<file path="src/hdl/ppi_pkg.sv">
package ppi_pkg;

	typedef enum logic [1:0] {
		KIND_CPU_WR = 2'd0,
		KIND_CPU_RD = 2'd1,
		KIND_PIN_WR = 2'd2,
		KIND_PIN_RD = 2'd3
	} kind_t;

	typedef enum logic [1:0] {
		PORT_A    = 2'd0,
		PORT_B    = 2'd1,
		PORT_C    = 2'd2,
		PORT_CTRL = 2'd3
	} port_t;

	localparam int unsigned DIR_CLO_IN_BIT = 0;
	localparam int unsigned DIR_B_IN_BIT   = 1;
	localparam int unsigned DIR_CHI_IN_BIT = 3;
	localparam int unsigned DIR_A_IN_BIT   = 4;
	localparam int unsigned CTL_LOAD_BIT   = 7;
	localparam int unsigned CTL_VAL_BIT    = 0;

	typedef struct packed {
		kind_t      kind;
		port_t      port_sel;
		logic [7:0] data;
	} req_t;

	typedef struct packed {
		logic [7:0] read_data;
		logic [7:0] input_mask;
	} rsp_t;

	function automatic logic [7:0] port_in_bits(input logic [7:0] dir, input port_t p);
		logic [7:0] m;
		m = 8'h00;
		unique case (p)
			PORT_A: m = {8{dir[DIR_A_IN_BIT]}};
			PORT_B: m = {8{dir[DIR_B_IN_BIT]}};
			PORT_C: m = {{4{dir[DIR_CHI_IN_BIT]}}, {4{dir[DIR_CLO_IN_BIT]}}};
			default: m = 8'h00;
		endcase
		return m;
	endfunction

endpackage

</file>
<file path="src/hdl/ppi_req_if.sv">
interface ppi_req_if;
	import ppi_pkg::*;

	logic       valid;
	logic       ready;
	logic [1:0] kind;
	logic [1:0] port_sel;
	logic [7:0] data;

	modport source (output valid, kind, port_sel, data, input ready);
	modport sink   (input valid, kind, port_sel, data, output ready);
endinterface

</file>
<file path="src/hdl/ppi_rsp_if.sv">
interface ppi_rsp_if;
	logic       valid;
	logic       ready;
	logic [7:0] read_data;
	logic [7:0] input_mask;

	modport source (output valid, read_data, input_mask, input ready);
	modport sink   (input valid, read_data, input_mask, output ready);
endinterface

</file>
<file path="src/hdl/ppi_core.sv">
module ppi_core
	import ppi_pkg::*;
(
	input  logic clk,
	input  logic arst_n,
	input  logic commit,
	input  req_t item,
	output rsp_t result
);

	logic [7:0] out_a_q, out_b_q, out_c_q;
	logic [7:0] in_a_q, in_b_q, in_c_q;
	logic [7:0] dir_q;

	logic [7:0] out_sel, in_sel, mask, new_in, bit_mask;
	logic       is_port;

	assign is_port = (item.port_sel != PORT_CTRL);

	always_comb begin
		out_sel = 8'h00;
		in_sel  = 8'h00;
		unique case (item.port_sel)
			PORT_A: begin
				out_sel = out_a_q;
				in_sel  = in_a_q;
			end
			PORT_B: begin
				out_sel = out_b_q;
				in_sel  = in_b_q;
			end
			PORT_C: begin
				out_sel = out_c_q;
				in_sel  = in_c_q;
			end
			default: begin
				out_sel = 8'h00;
				in_sel  = 8'h00;
			end
		endcase
	end

	assign mask     = port_in_bits(dir_q, item.port_sel);
	assign new_in   = (in_sel & ~mask) | (item.data & mask);
	assign bit_mask = 8'h01 << item.data[3:1];

	always_comb begin
		result = '0;
		case (item.kind)
			KIND_CPU_RD: begin
				if (is_port) begin
					result.read_data = in_sel;
				end
			end
			KIND_PIN_RD: begin
				if (is_port) begin
					result.input_mask = mask;
					result.read_data  = (in_sel & mask) | (out_sel & ~mask);
				end
			end
			default: result = '0;
		endcase
	end

	always_ff @(posedge clk or negedge arst_n) begin
		if (!arst_n) begin
			out_a_q <= '0;
			out_b_q <= '0;
			out_c_q <= '0;
			in_a_q  <= '0;
			in_b_q  <= '0;
			in_c_q  <= '0;
			dir_q   <= '0;
		end else if (commit) begin
			case (item.kind)
				KIND_CPU_WR: begin
					unique case (item.port_sel)
						PORT_A: out_a_q <= item.data;
						PORT_B: out_b_q <= item.data;
						PORT_C: out_c_q <= item.data;
						default: begin
							if (item.data[CTL_LOAD_BIT]) begin
								dir_q <= item.data;
							end else if (item.data[CTL_VAL_BIT]) begin
								out_c_q <= out_c_q | bit_mask;
							end else begin
								out_c_q <= out_c_q & ~bit_mask;
							end
						end
					endcase
				end
				KIND_PIN_WR: begin
					unique case (item.port_sel)
						PORT_A: in_a_q <= new_in;
						PORT_B: in_b_q <= new_in;
						PORT_C: in_c_q <= new_in;
						default: ;
					endcase
				end
				default: ;
			endcase
		end
	end

	a_dir_load: assert property (@(posedge clk) disable iff (!arst_n)
		commit && item.kind == KIND_CPU_WR && item.port_sel == PORT_CTRL
			&& item.data[CTL_LOAD_BIT] |=> dir_q == $past(item.data))
		else $error("Direction byte not loaded by a control write.");

	a_idle_hold: assert property (@(posedge clk) disable iff (!arst_n)
		!commit |=> $stable(dir_q) && $stable(out_c_q) && $stable(in_c_q))
		else $error("State changed without an item being processed.");

	a_mask_only_pin_read: assert property (@(posedge clk) disable iff (!arst_n)
		result.input_mask != 8'h00 |-> item.kind == KIND_PIN_RD)
		else $error("Input mask set for an item that is not a pin-side read.");

endmodule

</file>
<file path="src/hdl/parallel_port_8255_mode0.sv">
// An accepted item is held in the input register, where the core works on it;
// its result is then written into the result register and offered on the output.
// Throughput: one item per cycle unless the output stalls; the input and result
// registers let a new item enter while an earlier result still waits to be taken.
// Reset is asynchronous and active low: it clears all port latches, the
// direction byte (every port an output) and both pipeline valid flags.
module parallel_port_8255_mode0
	import ppi_pkg::*;
(
	input  logic      clk,
	input  logic      arst_n,
	ppi_req_if.sink   req,
	ppi_rsp_if.source rsp
);

	logic s1_valid_q;
	req_t item_s1;
	logic s2_valid_q;
	rsp_t result_s2;
	rsp_t core_result;
	logic adv;

	assign adv       = s1_valid_q && (!s2_valid_q || rsp.ready);
	assign req.ready = !s1_valid_q || adv;

	always_ff @(posedge clk or negedge arst_n) begin
		if (!arst_n) begin
			s1_valid_q <= 1'b0;
		end else if (req.ready) begin
			s1_valid_q <= req.valid;
		end
	end

	always_ff @(posedge clk) begin
		if (req.valid && req.ready) begin
			item_s1.kind     <= kind_t'(req.kind);
			item_s1.port_sel <= port_t'(req.port_sel);
			item_s1.data     <= req.data;
		end
	end

	ppi_core u_core (
		.clk    (clk),
		.arst_n (arst_n),
		.commit (adv),
		.item   (item_s1),
		.result (core_result)
	);

	always_ff @(posedge clk or negedge arst_n) begin
		if (!arst_n) begin
			s2_valid_q <= 1'b0;
		end else if (adv) begin
			s2_valid_q <= 1'b1;
		end else if (rsp.ready) begin
			s2_valid_q <= 1'b0;
		end
	end

	always_ff @(posedge clk) begin
		if (adv) begin
			result_s2 <= core_result;
		end
	end

	assign rsp.valid      = s2_valid_q;
	assign rsp.read_data  = result_s2.read_data;
	assign rsp.input_mask = result_s2.input_mask;

	a_fill: assert property (@(posedge clk) disable iff (!arst_n)
		req.valid && req.ready |=> s1_valid_q)
		else $error("Accepted item did not reach the input register.");

	a_hold_s1: assert property (@(posedge clk) disable iff (!arst_n)
		s1_valid_q && !adv |=> s1_valid_q && $stable(item_s1))
		else $error("Stalled item lost or changed in the input register.");

	a_empty_out_moves: assert property (@(posedge clk) disable iff (!arst_n)
		s1_valid_q && !s2_valid_q |-> adv)
		else $error("Item held although the result register is empty.");

endmodule
</file>
<file path="src/flat_wrapper.sv">
// flat-port wrapper written by rule: the top's interface ports become plain ports
module parallel_port_8255_mode0_flat import ppi_pkg::*;
  (clk, arst_n, req_valid, req_kind, req_port_sel, req_data, req_ready, rsp_valid, rsp_read_data, rsp_input_mask, rsp_ready);
  ppi_req_if req_i ();
  ppi_rsp_if rsp_i ();
  input  logic clk;
  input  logic arst_n;
  input wire logic [$bits(req_i.valid)-1:0] req_valid;
  input wire logic [$bits(req_i.kind)-1:0] req_kind;
  input wire logic [$bits(req_i.port_sel)-1:0] req_port_sel;
  input wire logic [$bits(req_i.data)-1:0] req_data;
  output wire logic [$bits(req_i.ready)-1:0] req_ready;
  output wire logic [$bits(rsp_i.valid)-1:0] rsp_valid;
  output wire logic [$bits(rsp_i.read_data)-1:0] rsp_read_data;
  output wire logic [$bits(rsp_i.input_mask)-1:0] rsp_input_mask;
  input wire logic [$bits(rsp_i.ready)-1:0] rsp_ready;
  assign req_i.valid = req_valid;
  assign req_i.kind = req_kind;
  assign req_i.port_sel = req_port_sel;
  assign req_i.data = req_data;
  assign req_ready = req_i.ready;
  assign rsp_valid = rsp_i.valid;
  assign rsp_read_data = rsp_i.read_data;
  assign rsp_input_mask = rsp_i.input_mask;
  assign rsp_i.ready = rsp_ready;
  parallel_port_8255_mode0 u_core (.clk(clk), .arst_n(arst_n), .req(req_i), .rsp(rsp_i));
endmodule
</file>
<file path="config.mk">
export PLATFORM = sky130hd
export DESIGN_NAME = parallel_port_8255_mode0_flat
export DESIGN_NICKNAME = d
export VERILOG_FILES = /design/src/hdl/ppi_pkg.sv /design/src/hdl/ppi_req_if.sv /design/src/hdl/ppi_rsp_if.sv /design/src/hdl/ppi_core.sv /design/src/hdl/parallel_port_8255_mode0.sv /design/src/flat_wrapper.sv
export SDC_FILE = /design/constraint.sdc
export NUM_CORES = 1
export LEC_CHECK = 0
export BUFFER_PORTS_ARGS = -buffer_cell sky130_fd_sc_hd__buf_2
export CORE_MARGIN = 2
export CORE_UTILIZATION = 55
export CTS_BUF_LIST = sky130_fd_sc_hd__clkbuf_16
export DETAILED_ROUTE_END_ITERATION = 16
export GPL_ROUTABILITY_DRIVEN = 0
export MAX_ROUTING_LAYER = met4
export PLACE_DENSITY = 0.81
export SLEW_MARGIN = 20
export SYNTH_ARGS = -nofsm -noshare
export SYNTH_HDL_FRONTEND = slang
export SYNTH_SLANG_ARGS = --single-unit
</file>
<file path="constraint.sdc">
create_clock -name clk -period 4.5 [get_ports clk]
set_input_delay 0.45 -clock clk [delete_from_list [all_inputs] [get_ports clk]]
set_output_delay 0.45 -clock clk [all_outputs]
set_load 0.02 [all_outputs]
</file>
==> metrics.md <==
| Metric | Value |
|---|---|
| Status | `finished, final reports clean` |
| Placed instance count | `401` |
| CTS root buf | `clkbuf_16` |
| Top cells by count, synth | `54 x dfrtp_1, 26 x a21oi_1, 24 x mux2_2, 24 x nor2_1, 22 x edfxtp_1` |
| Synth top area cells | `dfrtp_1 37%, edfxtp_1 18%, mux2_2 7.4%` |
| DRT antenna net count | `0` |
| Post-synth EDFFs | `22` |
| Gate Count Post-Synth | `313` |
| Critical setup path kind | `reg -> reg` |
| CTS tree | `done` |
| Worst-Skew Late Latency | `0.33 ns` |
| Worst hold path class | `in -> async` |
| FFs w/ async S/R, synth | `71.05%` |
| Sequential-to-total area share from yosys stat | `54.97%` |
| Boundary Pins | `34` |
| Final setup margin | `2.081 ns` |
| Fin cells | `418` |
| Antenna violations before repair | `0` |
| Worst IR Drop VDD | `0.3324 mV` |
| Met2 usage | `35.23%` |
| Area share of the largest cell type after synthesis | `36.92%` |
| Syn_nets | `329` |
| Final #Nets | `352` |
| I/O Buffers | `33` |
| Die Height | `85.57 microns` |
| Cell Area, Synth | `3660 sq um` |
| Area Growth Syn to Fin | `13.64%` |
| First-pass GRT wire length | `12.82 mm` |
| RSZ-0062 raised after global routing | `no` |
| Final slew viol count | `0` |
| Ordered list of cells on the worst path | `mux2i_4 -> a2bb2oi_1 -> mux2i_1 -> mux2_2` |
| Overall power | `2.148 mW` |
| Final Cycle Share | `53.76%` |
| Area of the multi-input gates | `1498 sq um` |
| Initial DRC Count | `339` |
| PostCTS Resize Cnt | `0` |
| Worst-case clock buffer depth | `2` |
| Reg clk slew, reported paths | `0.06 ns` |
| Critical Path RT | `4.76 ns` |
| Synth Area per Inst | `11.69 sq um` |
| Slew HR | `40.20%` |
| Hold buffer count at CTS | `0` |
| Sink Count | `76` |
| Leak pwr | `1.743 nW` |
| Global-route met1 utilization | `31.25%` |
| Largest net degree at the start of global routing | `55` |
| GRT Util Overall | `23.45%` |
| Most numerous cell in the Yosys netlist | `dfrtp_1` |
| Vias in the first global route | `2644` |
| Global route overflow | `0` |
| DRC viols | `0` |
| Max_cap viols | `0` |
| Max frequency | `0.4133 GHz` |
| Setup crit end kind | `register` |
| Fin Setup TNS | `0 ns` |
| Die X-Extent | `85.57 microns` |
| Post-CTS setup-driven buffer insertion count | `0` |
| FF+latch area | `2012 sq um` |
| Worst-margin pin slew | `0.8970 ns` |
| Crit-path slowest cell | `edfxtp_1` |
| Minimum hold slack | `0.2483 ns` |
| Distinct cells, synth | `40` |
| NetSw | `0.6062 mW` |
| Layout cell share with drive strength beyond 1 | `24.93%` |
| Busiest grt layer | `met2` |
| Place WS | `2.002 ns` |
| Gate power share | `19.3%` |
| Sequential share of power | `45.6%` |
| Post-DP HPWL | `5.241 mm` |
| Worst EP arrival | `2.68 ns` |
| Yosys reg bits | `76` |
| Met3 global-route usage | `4.812%` |
| Skew final | `0.006462 ns` |
| Worst Path Max Fanout | `19` |
| Pwr per Cell Area | `516.4 nW/um^2` |
| Drt first pass iters | `5` |
| CP peak stage delay | `0.93 ns` |
| # diodes | `0` |
| Initial Util | `57.31%` |
| Fillers | `490` |
| Wirelength per Cell | `18.50 microns` |
| Yosys warning total | `0` |
| Core area | `6386 sq um` |
| Tmin final | `2.419 ns` |
| Full die area | `7322 sq um` |
| Placement Rows | `29` |
| Final setup violation count | `0` |
| H-tree depth | `3` |
| Clock buffers created by TritonCTS | `9` |
| Clock Power Share | `35.0%` |
| Post-synth top area cell | `dfrtp_1` |
| Hold Vio Cnt, Final | `0` |
| Via count | `2667` |
| Via density per instance | `6.380` |
| Top FF cell, synth | `dfrtp_1` |
| Drt total wl | `7.731 mm` |
| Sw Share | `28.23%` |
| Int Pwr | `1.541 mW` |
| CP Launch Type | `register` |
[final cells by class]
| type | instances | area share (%) |
|---|---|---|
| Multi-Input combinational cell | 203 | 36.01 |
| Clock buffer | 9 | 5.415 |
| Inverter | 9 | 0.8123 |
| Timing Repair Buffer | 37 | 4.874 |
| Clock inverter | 7 | 2.196 |
| Sequential cell | 76 | 48.38 |
| Tap cell | 77 | 2.316 |
[cell usage in the layout (no fill, tap or decap), types with 2 or more instances in the layout]
cell type / n
a211oi_1: 3
a21oi_1: 26
a22oi_1: 10
a2bb2oi_1: 4
and2_1: 2
buf_2: 33
buf_4: 3
bufinv_16: 2
clkbuf_16: 9
clkinv_2: 3
dfrtp_1: 54
edfxtp_1: 22
inv_1: 9
mux2_2: 24
mux2i_1: 21
nand2_1: 14
nand2b_1: 8
nand3_1: 4
nor2_1: 24
nor2b_1: 5
nor4_4: 2
o21ai_0: 13
o22ai_1: 6
o2bb2ai_1: 14
o32a_1: 2
o32ai_1: 5
[critical path: cells and delay by family (launching register included)]
| family | cells | cell delay [ns] |
|---|---|---|
| AO/OA/AOI/OAI | 1 | 0.39 |
| multiplexers | 3 | 1.03 |
| flip-flops | 1 | 0.93 |
[final timing paths]
kind / start / slack (ns) / cells past startpoint / endpoint
min in group clk: req_data[7] / 0.30 / 1 / u_core.item_s1[7]$_DFFE_PP_
hold reg to reg: u_core.u_core.in_c_q[1]$_DFFE_PN0P_ / 0.48 / 2 / u_core.u_core.in_c_q[1]$_DFFE_PN0P_
hold / removal: arst_n / 0.25 / 2 / u_core.u_core.out_a_q[7]$_DFFE_PN0P_
max in group asynchronous: arst_n / 3.81 / 2 / asynchronous set/reset pin
setup reg to reg: u_core.item_s1[8]$_DFFE_PP_ / 2.08 / 4 / u_core.u_core.in_a_q[3]$_DFFE_PN0P_
setup / recovery: u_core.item_s1[8]$_DFFE_PP_ / 2.08 / 4 / u_core.u_core.in_a_q[3]$_DFFE_PN0P_
[power groups by stage]
stage	Sequential, mW	Clock, mW	Combinational (mW)
3_3_place_gp	0.985	0	0.389
3_5_place_dp	0.990	0	0.404
4_1_cts	0.981	0.757	0.408
5_1_grt	0.995	0.791	0.459
6_report	0.980	0.752	0.415
2_1_floorplan	0.963	0	0.313
[through the flow]
stage	util, %	area, sq um
after floorplan	-	3660
after global placement	59.66	3810
after detailed placement	59.66	3810
after CTS	64.62	4126
after global routing	65.13	4159
final	65.13	4159
[logic make-up after synthesis]
family	share of synthesized area (%)
muxes	13.74
buffers and inverters	4.581
DFF	54.97
and+or+nand+nor	10.97
AOI/OAI and AO/OA	15.73
[per-layer routing]
| metal | vias to the layer above | wire length [microns] |
|---|---|---|
| met4 | 0 | 165 |
| li1 | 1208 | - |
| met5 | - | 0 |
| met2 | 136 | 3675 |
| met1 | 1306 | 3391 |
| met3 | 17 | 499 |
(Power assumes the default switching activity.)
